<file path="config.mk">
export PLATFORM = sky130hd
export DESIGN_NAME = coalesced_hash_search_insert
export DESIGN_NICKNAME = d
export VERILOG_FILES = /design/src/sv/chs_pkg.sv /design/src/sv/chs_ram.sv /design/src/sv/chs_sequencer.sv /design/src/sv/chs_datapath.sv /design/src/sv/coalesced_hash_search_insert.sv
export SDC_FILE = /design/constraint.sdc
export NUM_CORES = 1
export LEC_CHECK = 0
export BUFFER_PORTS_ARGS = -buffer_cell sky130_fd_sc_hd__clkbuf_2
export CAP_MARGIN = 20
export CORE_MARGIN = 4
export CORE_UTILIZATION = 60
export CTS_CLUSTER_DIAMETER = 30
export DETAILED_ROUTE_END_ITERATION = 6
export PLACE_DENSITY = 0.81
export SYNTH_ARGS = -nofsm -noshare
export SYNTH_HDL_FRONTEND = slang
export SYNTH_HIERARCHICAL = 1
export SYNTH_SLANG_ARGS = --single-unit
</file>
<file path="constraint.sdc">
create_clock -name clk -period 14.55 [get_ports clk]
set_input_delay 1.455 -clock clk [delete_from_list [all_inputs] [get_ports clk]]
set_output_delay 1.455 -clock clk [all_outputs]
set_load 0.1 [all_outputs]
</file>
<file path="src/sv/chs_pkg.sv">
// ----------------------------------------------------------------------------
// chs_pkg: shared types, constants and microcode for the coalesced hash table
// Holds the table geometry, the control word layout and the step program.
// ----------------------------------------------------------------------------
package chs_pkg;

  // table geometry
  localparam int TABLE_DEPTH = 16;
  localparam int KEY_WIDTH   = 31;
  localparam int SLOT_W      = $clog2(TABLE_DEPTH);
  localparam int SCAN_W      = $clog2(TABLE_DEPTH + 1);

  // port field widths
  localparam int KEY_IN_W   = 31;
  localparam int HOME_W     = 4;
  localparam int STATUS_W   = 2;
  localparam int OUT_SLOT_W = 4;

  // result codes
  typedef enum logic [STATUS_W-1:0] {
    ST_FOUND    = 2'd0,
    ST_STORED   = 2'd1,
    ST_OVERFLOW = 2'd2
  } status_t;

  // sequencer steps
  typedef enum logic [2:0] {
    STEP_IDLE,
    STEP_HOME,
    STEP_CMP,
    STEP_WALK,
    STEP_SCAN,
    STEP_PROBE,
    STEP_LINK
  } step_t;

  // branch conditions tested by a step
  typedef enum logic [2:0] {
    COND_ALWAYS,
    COND_START,
    COND_HOME_FREE,
    COND_KEY_HIT,
    COND_CHAIN_END,
    COND_SCAN_EMPTY,
    COND_SCAN_FREE
  } cond_t;

  // datapath operations
  typedef enum logic [2:0] {
    OP_NOP,
    OP_LOAD,
    OP_HOME_STORE,
    OP_FOUND,
    OP_FOLLOW,
    OP_SCAN_DEC,
    OP_OVERFLOW,
    OP_LINK
  } op_t;

  // ram address source
  typedef enum logic [1:0] {
    ASEL_POS,
    ASEL_LINK,
    ASEL_SCAN
  } asel_t;

  // one control word of the program
  typedef struct packed {
    cond_t cond;
    op_t   op_hit;
    step_t tgt_hit;
    op_t   op_miss;
    step_t tgt_miss;
    asel_t kasel;
    asel_t nasel;
  } uword_t;

  // sequencer to datapath
  typedef struct packed {
    op_t   op;
    asel_t kasel;
    asel_t nasel;
  } ctrl_t;

  // datapath to sequencer
  typedef struct packed {
    logic home_free;
    logic key_hit;
    logic chain_end;
    logic scan_empty;
    logic scan_free;
  } flags_t;

  // datapath result towards the output register
  typedef struct packed {
    logic                  valid;
    status_t               status;
    logic [OUT_SLOT_W-1:0] slot;
  } res_t;

  // program rom
  function automatic uword_t ucode(input step_t s);
    uword_t w;
    case (s)
      STEP_IDLE:  w = '{cond: COND_START, op_hit: OP_LOAD, tgt_hit: STEP_HOME,
                        op_miss: OP_NOP, tgt_miss: STEP_IDLE,
                        kasel: ASEL_POS, nasel: ASEL_POS};
      STEP_HOME:  w = '{cond: COND_HOME_FREE, op_hit: OP_HOME_STORE, tgt_hit: STEP_IDLE,
                        op_miss: OP_NOP, tgt_miss: STEP_CMP,
                        kasel: ASEL_POS, nasel: ASEL_POS};
      STEP_CMP:   w = '{cond: COND_KEY_HIT, op_hit: OP_FOUND, tgt_hit: STEP_IDLE,
                        op_miss: OP_NOP, tgt_miss: STEP_WALK,
                        kasel: ASEL_POS, nasel: ASEL_POS};
      STEP_WALK:  w = '{cond: COND_CHAIN_END, op_hit: OP_NOP, tgt_hit: STEP_SCAN,
                        op_miss: OP_FOLLOW, tgt_miss: STEP_CMP,
                        kasel: ASEL_LINK, nasel: ASEL_LINK};
      STEP_SCAN:  w = '{cond: COND_SCAN_EMPTY, op_hit: OP_OVERFLOW, tgt_hit: STEP_IDLE,
                        op_miss: OP_NOP, tgt_miss: STEP_PROBE,
                        kasel: ASEL_POS, nasel: ASEL_POS};
      STEP_PROBE: w = '{cond: COND_SCAN_FREE, op_hit: OP_SCAN_DEC, tgt_hit: STEP_LINK,
                        op_miss: OP_SCAN_DEC, tgt_miss: STEP_SCAN,
                        kasel: ASEL_POS, nasel: ASEL_POS};
      STEP_LINK:  w = '{cond: COND_ALWAYS, op_hit: OP_LINK, tgt_hit: STEP_IDLE,
                        op_miss: OP_NOP, tgt_miss: STEP_IDLE,
                        kasel: ASEL_SCAN, nasel: ASEL_POS};
      default:    w = '{cond: COND_ALWAYS, op_hit: OP_NOP, tgt_hit: STEP_IDLE,
                        op_miss: OP_NOP, tgt_miss: STEP_IDLE,
                        kasel: ASEL_POS, nasel: ASEL_POS};
    endcase
    return w;
  endfunction

  // home slot reduced into the table range by repeated subtraction
  function automatic logic [SLOT_W-1:0] home_reduce(input logic [HOME_W-1:0] h);
    logic [HOME_W:0] v;
    v = {1'b0, h};
    for (int i = 0; i < 8; i++) begin
      if (int'(v) >= TABLE_DEPTH) begin
        v = v - (HOME_W+1)'(TABLE_DEPTH);
      end
    end
    return SLOT_W'(v);
  endfunction

endpackage

</file>
<file path="src/sv/chs_ram.sv">
// ----------------------------------------------------------------------------
// chs_ram: generic single-port ram
// One address for write and read, read data registered (old data on write).
// ----------------------------------------------------------------------------
module chs_ram #(
  parameter int WIDTH = 8,
  parameter int DEPTH = 16
) (
  input  logic                     clk,
  input  logic [$clog2(DEPTH)-1:0] addr,
  input  logic                     we,
  input  logic [WIDTH-1:0]         wdata,
  output logic [WIDTH-1:0]         rdata
);

  logic [WIDTH-1:0] mem [DEPTH];

  // write port
  always_ff @(posedge clk) begin
    if (we) begin
      mem[addr] <= wdata;
    end
  end

  // registered read
  always_ff @(posedge clk) begin
    rdata <= mem[addr];
  end

endmodule

</file>
<file path="src/sv/chs_sequencer.sv">
// ----------------------------------------------------------------------------
// chs_sequencer: microcode step counter
// Reads one control word per step, tests its condition and branches.
// ----------------------------------------------------------------------------
module chs_sequencer (
  input  logic            clk,
  input  logic            rst_n,
  input  logic            start,
  input  chs_pkg::flags_t flags,
  output chs_pkg::ctrl_t  ctrl,
  output logic            busy
);

  chs_pkg::step_t  step_r, step_nxt;
  chs_pkg::uword_t uw;
  logic            hit;

  // control word fetch and condition test
  always_comb begin
    uw = chs_pkg::ucode(step_r);
    case (uw.cond)
      chs_pkg::COND_ALWAYS:     hit = 1'b1;
      chs_pkg::COND_START:      hit = start;
      chs_pkg::COND_HOME_FREE:  hit = flags.home_free;
      chs_pkg::COND_KEY_HIT:    hit = flags.key_hit;
      chs_pkg::COND_CHAIN_END:  hit = flags.chain_end;
      chs_pkg::COND_SCAN_EMPTY: hit = flags.scan_empty;
      chs_pkg::COND_SCAN_FREE:  hit = flags.scan_free;
      default:                  hit = 1'b0;
    endcase
  end

  // next step
  always_comb begin
    step_nxt = hit ? uw.tgt_hit : uw.tgt_miss;
  end

  // control outputs
  always_comb begin
    ctrl.op    = hit ? uw.op_hit : uw.op_miss;
    ctrl.kasel = uw.kasel;
    ctrl.nasel = uw.nasel;
    busy       = (step_r != chs_pkg::STEP_IDLE);
  end

  // step counter
  always_ff @(posedge clk) begin
    if (!rst_n) begin
      step_r <= chs_pkg::STEP_IDLE;
    end else begin
      step_r <= step_nxt;
    end
  end

endmodule

</file>
<file path="src/sv/chs_datapath.sv">
// ----------------------------------------------------------------------------
// chs_datapath: table storage and working registers
// Occupied and link marks in flops, keys and links in rams, free pointer.
// ----------------------------------------------------------------------------
module chs_datapath (
  input  logic                           clk,
  input  logic                           rst_n,
  input  chs_pkg::ctrl_t                 ctrl,
  input  logic [chs_pkg::KEY_IN_W-1:0]   in_key,
  input  logic [chs_pkg::HOME_W-1:0]     in_home_slot,
  output chs_pkg::flags_t                flags,
  output chs_pkg::res_t                  res
);

  localparam int DEPTH = chs_pkg::TABLE_DEPTH;
  localparam int SW    = chs_pkg::SLOT_W;
  localparam int CW    = chs_pkg::SCAN_W;
  localparam int KW    = chs_pkg::KEY_WIDTH;

  logic [KW-1:0]    key_r, key_nxt;
  logic [SW-1:0]    pos_r, pos_nxt;
  logic [CW-1:0]    steps_r, steps_nxt;
  logic [CW-1:0]    free_scan_r, free_scan_nxt;
  logic [DEPTH-1:0] used_r, used_nxt;
  logic [DEPTH-1:0] link_r, link_nxt;

  logic [CW-1:0]    scan_m1;
  logic [SW-1:0]    free_idx;
  logic [SW-1:0]    kaddr, naddr;
  logic             kwe, nwe;
  logic [KW-1:0]    krd;
  logic [SW-1:0]    nrd;

  assign scan_m1  = free_scan_r - CW'(1);
  assign free_idx = free_scan_r[SW-1:0];

  // key and link stores
  chs_ram #(.WIDTH(KW), .DEPTH(DEPTH)) u_key_ram (
    .clk   (clk),
    .addr  (kaddr),
    .we    (kwe),
    .wdata (key_r),
    .rdata (krd)
  );

  chs_ram #(.WIDTH(SW), .DEPTH(DEPTH)) u_next_ram (
    .clk   (clk),
    .addr  (naddr),
    .we    (nwe),
    .wdata (free_idx),
    .rdata (nrd)
  );

  // ram address selection
  always_comb begin
    case (ctrl.kasel)
      chs_pkg::ASEL_POS:  kaddr = pos_r;
      chs_pkg::ASEL_LINK: kaddr = nrd;
      chs_pkg::ASEL_SCAN: kaddr = free_idx;
      default:            kaddr = pos_r;
    endcase
    case (ctrl.nasel)
      chs_pkg::ASEL_POS:  naddr = pos_r;
      chs_pkg::ASEL_LINK: naddr = nrd;
      chs_pkg::ASEL_SCAN: naddr = free_idx;
      default:            naddr = pos_r;
    endcase
  end

  // condition flags for the sequencer
  always_comb begin
    flags.home_free  = !used_r[pos_r];
    flags.key_hit    = (krd == key_r);
    flags.chain_end  = !link_r[pos_r] || (steps_r >= CW'(DEPTH));
    flags.scan_empty = (free_scan_r == '0);
    flags.scan_free  = !used_r[scan_m1[SW-1:0]];
  end

  // operation decode
  always_comb begin
    key_nxt       = key_r;
    pos_nxt       = pos_r;
    steps_nxt     = steps_r;
    free_scan_nxt = free_scan_r;
    used_nxt      = used_r;
    link_nxt      = link_r;
    kwe           = 1'b0;
    nwe           = 1'b0;
    res.valid     = 1'b0;
    res.status    = chs_pkg::ST_FOUND;
    res.slot      = '0;
    case (ctrl.op)
      chs_pkg::OP_NOP: begin
      end
      chs_pkg::OP_LOAD: begin
        key_nxt   = KW'(in_key);
        pos_nxt   = chs_pkg::home_reduce(in_home_slot);
        steps_nxt = '0;
      end
      chs_pkg::OP_HOME_STORE: begin
        used_nxt[pos_r] = 1'b1;
        kwe             = 1'b1;
        res.valid       = 1'b1;
        res.status      = chs_pkg::ST_STORED;
        res.slot        = chs_pkg::OUT_SLOT_W'(pos_r);
      end
      chs_pkg::OP_FOUND: begin
        res.valid  = 1'b1;
        res.status = chs_pkg::ST_FOUND;
        res.slot   = chs_pkg::OUT_SLOT_W'(pos_r);
      end
      chs_pkg::OP_FOLLOW: begin
        pos_nxt   = nrd;
        steps_nxt = steps_r + CW'(1);
      end
      chs_pkg::OP_SCAN_DEC: begin
        free_scan_nxt = scan_m1;
      end
      chs_pkg::OP_OVERFLOW: begin
        res.valid  = 1'b1;
        res.status = chs_pkg::ST_OVERFLOW;
        res.slot   = '0;
      end
      chs_pkg::OP_LINK: begin
        link_nxt[pos_r]    = 1'b1;
        nwe                = 1'b1;
        used_nxt[free_idx] = 1'b1;
        kwe                = 1'b1;
        res.valid          = 1'b1;
        res.status         = chs_pkg::ST_STORED;
        res.slot           = chs_pkg::OUT_SLOT_W'(free_idx);
      end
      default: begin
      end
    endcase
  end

  // table marks and free pointer
  always_ff @(posedge clk) begin
    if (!rst_n) begin
      used_r      <= '0;
      link_r      <= '0;
      free_scan_r <= CW'(DEPTH);
    end else begin
      used_r      <= used_nxt;
      link_r      <= link_nxt;
      free_scan_r <= free_scan_nxt;
    end
  end

  // working registers
  always_ff @(posedge clk) begin
    key_r   <= key_nxt;
    pos_r   <= pos_nxt;
    steps_r <= steps_nxt;
  end

endmodule

</file>
<file path="src/sv/coalesced_hash_search_insert.sv">
// ----------------------------------------------------------------------------
// coalesced_hash_search_insert: coalesced chained hash table, search/insert
// Microcoded sequencer over a small table of keys and chain links.
// ----------------------------------------------------------------------------
// Usage
//   A request is taken at a rising edge with start high and busy low; it
//   carries in_key and in_home_slot. The block looks the key up on the chain
//   from its home slot and stores it if absent. Exactly one result follows:
//   out_valid is high for one cycle with out_status (found, stored or
//   overflow) and out_slot; the receiver cannot stall and needs no handshake.
// Sequence
//   From idle a request goes to the home step, which stores the key when
//   the home slot is free; else a compare step checks the slot and, on a
//   miss, a walk step follows the chain link back to a compare step. At the
//   end of a chain the scan and probe steps move the free pointer down to
//   an empty slot and the link step stores the key there, or overflow is
//   reported. busy is low again in the strobe cycle, so the next request
//   can be taken there; one request is in flight at a time.
// Reset
//   Synchronous active-low rst_n clears occupied and link marks, sets the
//   free pointer to the top of the table and returns the sequencer to idle.
//   Stored keys and links need no clearing.
// ----------------------------------------------------------------------------
module coalesced_hash_search_insert (
  input  logic                             clk,
  input  logic                             rst_n,
  input  logic                             start,
  output logic                             busy,
  input  logic [chs_pkg::KEY_IN_W-1:0]     in_key,
  input  logic [chs_pkg::HOME_W-1:0]       in_home_slot,
  output logic                             out_valid,
  output logic [chs_pkg::STATUS_W-1:0]     out_status,
  output logic [chs_pkg::OUT_SLOT_W-1:0]   out_slot
);

  chs_pkg::ctrl_t  ctrl;
  chs_pkg::flags_t flags;
  chs_pkg::res_t   res;

  logic                           out_valid_r;
  logic [chs_pkg::STATUS_W-1:0]   out_status_r;
  logic [chs_pkg::OUT_SLOT_W-1:0] out_slot_r;

  // step counter and program
  chs_sequencer u_seq (
    .clk   (clk),
    .rst_n (rst_n),
    .start (start),
    .flags (flags),
    .ctrl  (ctrl),
    .busy  (busy)
  );

  // table and working registers
  chs_datapath u_dp (
    .clk          (clk),
    .rst_n        (rst_n),
    .ctrl         (ctrl),
    .in_key       (in_key),
    .in_home_slot (in_home_slot),
    .flags        (flags),
    .res          (res)
  );

  // result strobe register
  always_ff @(posedge clk) begin
    if (!rst_n) begin
      out_valid_r <= 1'b0;
    end else begin
      out_valid_r <= res.valid;
    end
  end

  // result payload register
  always_ff @(posedge clk) begin
    if (res.valid) begin
      out_status_r <= res.status;
      out_slot_r   <= res.slot;
    end
  end

  assign out_valid  = out_valid_r;
  assign out_status = out_status_r;
  assign out_slot   = out_slot_r;

endmodule

</file>
-- Yosys cells after proc, flatten, opt, wreduce, memory -nomap -nowiden
Memories as Yosys holds them, arrays and structs flattened. A register that Yosys moved wholly into a read port is not among the register bits.
Index checks and enable logic that the tools add are counted.
- latch bits: 0
- register bits: 87
- memories kept: 2
- memory bits (writable): 560
- input bits: 38
- logic and storage cells: 86
- ROM bits: 0
- memories (memory ; depth ; width ; read ports ; clocked after memory_dff ; write ports ; RTL line ; source):
    u_dp.u_key_ram.mem ; 16 ; 31 ; 1 ; 1 ; 1 ; chs_ram.sv:16 ; logic [WIDTH-1:0] mem [DEPTH];
    u_dp.u_next_ram.mem ; 16 ; 4 ; 1 ; 1 ; 1 ; chs_ram.sv:16 ;
- magnitude comparators: 6
- multiplexer cells: 26
- reductions and logical operators: 13
- add/sub/neg operators: 2
- bitwise operators: 3
- shifts and indexed selects: 0
- divide/modulo/power cells: 0
- multiply operators: 0
- equal/unequal tests: 24
- operators by type and width (cell ; number):
    $pmux 19 s7 ; 1
    $or 16x16->16 ; 3
    $pmux 16 s2 ; 1
    $eq 31x31->1 ; 1
    $eq 3x3->1 const B ; 10
    $pmux 7 s4 ; 1
    $pmux 4 s2 ; 3
    $eq 3x2->1 const B ; 6
    $lt 4x5->1 const B ; 3
    $bmux 1 s4 ; 3
    $mux 1 ; 11
    $pmux 5 s2 ; 1
    $eq 3x1->1 const B ; 3
    $demux 1 s4 ; 2
    $ge 4x1->1 const B ; 2
    $pmux 1 s7 ; 1
    $logic_not 3->1 ; 2
    $mux 3 ; 2
    $add 5x1->5 const B ; 1
    $ge 5x5->1 const B ; 1
    $logic_not 5->1 ; 1
    $sub 5x1->5 const B ; 1
    $eq 2x1->1 const B ; 2
    $eq 2x2->1 const B ; 2
    6 further kinds ; 10

-- Longest topological paths before layout
- word-level depth: 11
- depth in mapped cells: 15
- depth with buffers taken out: 12

-- Modules after synthesis
Netlist, hierarchy kept.
- by module, submodules not included (module ; seq. area each (um^2) ; times used ; cells an instance ; area an instance (um^2)):
    chs_ram (u_dp.u_key_ram) ; 15514.9 ; 1 ; 814 ; 19259.7
    chs_datapath ; 1941.9 ; 1 ; 379 ; 4013.8
    chs_ram (u_dp.u_next_ram) ; 2001.9 ; 1 ; 133 ; 2658.8
    chs_sequencer ; 60.1 ; 1 ; 38 ; 299.0
    coalesced_hash_search_insert ; 200.2 ; 1 ; 8 ; 206.4

-- Worst setup path after synthesis
No wires, ideal clock.
- path type: input port to flip-flop
- from: input port start
- to: memory u_dp/u_key_ram/mem[0][0] (netlist name), enable pin
- buffers on the path: 2
- stages on the path: 10
- library setup time: 0.458 ns
- path slack: 8.768 ns
- arrival time: 5.324 ns
- required time: 14.092 ns
- path through: nand2b_1 > o21ai_1 > mux2_4 > buf_2 > xnor2_1 > nand2_1 > clkbuf_1 > inv_1 > or3b_2 > nor3_1
- RTL lines (item ; RTL line ; source):
    from (decl) ; coalesced_hash_search_insert.sv:27 ; input logic start,
    to (decl) ; chs_ram.sv:16 ;

==> run metrics <==
status finished clean; Final Wtd Congestion 0.841; DP HPWL 29300 um; Hold-fix buffers, CTS 0; Total Neg Setup Slack 0 ps; placed insts 1949; Clock Skews 34.4 ps; unrepaired setup endpoints after global routing no; Total Power 0.00511 W; P per Cell Area 163 mW/mm^2; vias in the first global route 14800; Final setup viols 0; root buf cell clkbuf_16; Post-Synth XOR/XNOR Area 0.0136; # DRC 0; Core Box Area 0.0434 mm^2; Avg Cell Area, Syn 19.3 um^2; num rows 76; Arr. time, crit path 6420 ps; CP Cell Sequence xor2_1 -> nor4_1 -> nand4_1 -> nor4_1 -> o21ai_1 -> a21oi_1 -> a41o_2 -> nand3_1 -> inv_1 -> or3b_2 -> nor3_1; FF-to-FF path depth 11; Achievable Freq 163 MHz; first-pass GRT wire length 93500 um; clock period minus final worst setup slack 6150 ps; Post-CTS Setup Repair Bufs 0; cell family with most CP delay simple AND/OR/NAND/NOR gates; vias per cell 6.62; Routed WL per cell 29.9 um; post-synthesis adder-cell area fraction 0.00426; Post-Syn Area 0.0264 mm^2; Top cell by count, worst path nor4_1; port bufs 45; Worst Setup Start Kind flop; Worst slew margin 0.201; number of synthesized flops with an enable pin 606; hold crit path type reg -> reg; Area Overhead vs Synth 18.7%; worst r2r dst u_dp/u_next_ram/mem[0][0]; mux share of post-synthesis cell area 0.133; layout cells sized above 1 0.285; Post-synth ARST share 0; grt ovf 0; largest family of logic cells by synthesized area multiplexers; synth top area cells edfxtp_1 (69%), mux4_2 (13%), dfxtp_1 (5.8%); post-synthesis net count 1419; top cell type's share of synthesized area 0.688; Crit path buffers/inverters 1; Routed WL 64800 um; Crit-path slowest cell inv_1; Clk pin slew, worst setup/hold paths 50 ps; Die Span Y 218 um; nets 1531; Slew @ Worst Pin 1200 ps; Final Core Density 0.724; Critical Path Source u_dp/key_r[12]; Skew-Pair Late Insertion Delay 660 ps; Vias 14400; final hold vios 0; R2R Setup Slk 8400 ps; DIE AREA 0.0475 mm^2; library cells used by synthesis 50; CTS Buf Count 113; origin of the critical flop-to-flop path u_dp/key_r[12]; CTS Buffer Depth 3; Setup crit end kind flop; min-delay src u_dp/link_r[14]; VDD IR-drop max 172 uV; Synth area leader edfxtp_1; PostCTS Resize Cnt 0; largest net degree at the start of global routing 91; P_leak 10.5 nW; IO Pins 46; first drt pass iteration count 6; clock tree sinks 682; Synth Area in Compound Gates 0.0402; Slew Viols, Final 0; YS warnings 6; Max Cap Viol 0; H-tree depth 3; worst path required time 14820 ps; Initial Util 0.610; Routed Antenna Nets 0; CTS tree built; register area share after synthesis 0.746; part of the cycle the worst path needs 0.423; Non-Filler Instances 2170; flops & latches, synth 682; Filler Cell Count 2356; Critical Path Fanout Max 32; ys flop type edfxtp_1; initial antenna violation count 1; Die X 218 um; kind of critical path reg -> reg; Initial DRC Count 2177; GRT Util Overall 0.265; Crit path largest cell delay 990 ps; Synth Area in Simple Gates 0.0440; Crit path depth 11; synthesized instance count 1372; Worst setup endpoint u_dp/u_next_ram/mem[0][0]
flip-flops by register name (all words and copies together), names as in the netlist, 5 cells and up:
register and flops:
u_dp/u_key_ram/mem 496, u_dp/u_next_ram/mem 64, u_dp/key_r 31, u_dp/u_key_ram/rdata 31, u_dp/link_r 16, u_dp/used_r 16
u_dp/free_scan_r 5, u_dp/steps_r 5
layout by cell type (no fill, tap or decap), types with 6 or more instances in the layout:
master and n:
clkinv_4 14, a21oi_1 18, xnor2_1 16, a22oi_1 74, nand2b_1 9, nor2_1 23, nor2b_1 22, and2_1 8
mux4_2 148, edfxtp_1 606, inv_6 12, clkbuf_2 45, o21ai_0 8, inv_1 12, nand4_1 13, clkbuf_1 17
clkinv_1 10, mux4_1 6, nor3_1 8, nor4_1 8, a31oi_1 12, inv_8 6, dfxtp_1 76, nand2_1 66
nand3_1 44, o21a_1 19, buf_4 30, xor2_1 25, clkbuf_16 117, nor2_4 13, clkinv_2 12, bufinv_16 13
clkinvlp_4 9, ha_1 9
report_power, final:
group	leakage (nW)	switching [W]	total, W	internal, W
registers	6.22	0.0000377	0.00220	0.00216
clock network	1.90	0.000990	0.00272	0.00173
logic	2.37	0.000114	0.000188	0.0000747
area by class of cell:
cell class / instances / area [um^2] / area share
Sequential cell: 682 / 19700 / 0.628
Multi-Input combinational cell: 591 / 6370 / 0.203
Clock buffer: 135 / 3010 / 0.0958
Clock inverter: 80 / 930 / 0.0296
Tap cell: 585 / 732 / 0.0233
Timing Repair Buffer: 81 / 571 / 0.0182
Inverter: 15 / 56.3 / 0.00179
Antenna cell: 1 / 2.50 / 0.0000797
worst min-delay path by stage:
stage | endpoint | depth (start not counted) | slack [ps]
final | u_dp/link_r[14] | 1 | 460
after global routing | u_dp/link_r[12] | 1 | 490
after CTS | u_dp/link_r[14] | 1 | 470
after detailed placement | u_dp/link_r[14] | 1 | 450
after global placement | u_dp/link_r[13] | 1 | 440
after floorplan | u_dp/link_r[13] | 1 | 440
routing by layer:
layer / GRT usage / share of wire
met4: 0.0992 / 0.031
met3: 0.0598 / 0.095
met5: 0 / 0
met1: 0.356 / 0.37
met2: 0.432 / 0.50
metrics by stage:
step	instance area [um^2]	hold WS [ps]	setup slack, ps
after floorplan	26400	435	8770
after detailed placement	27300	454	8740
after CTS	31300	470	8580
final	31400	464	8400
after global placement	27300	442	8930
after global routing	31400	495	8010
cell families (layout without fill, tap and decap cells):
kind of cell,Yosys count,after routing
buffers and inverters,99,311
AOI/OAI and AO/OA,151,151
adders and majority gates,9,9
DFF,682,682
xor gates and xnor gates,41,41
and+or+nand+nor,234,234
other,1,2
muxes,155,155
cell usage after synthesis, types with 19 or more instances:
cell / n
edfxtp_1: 606
mux4_2: 148
dfxtp_1: 76
a22oi_1: 74
nand2_1: 66
nand3_1: 44
clkbuf_1: 38
nor2_1: 36
xor2_1: 25
nor2b_1: 24
buf_2: 21
o21a_1: 19
(Power assumes the default switching activity.)
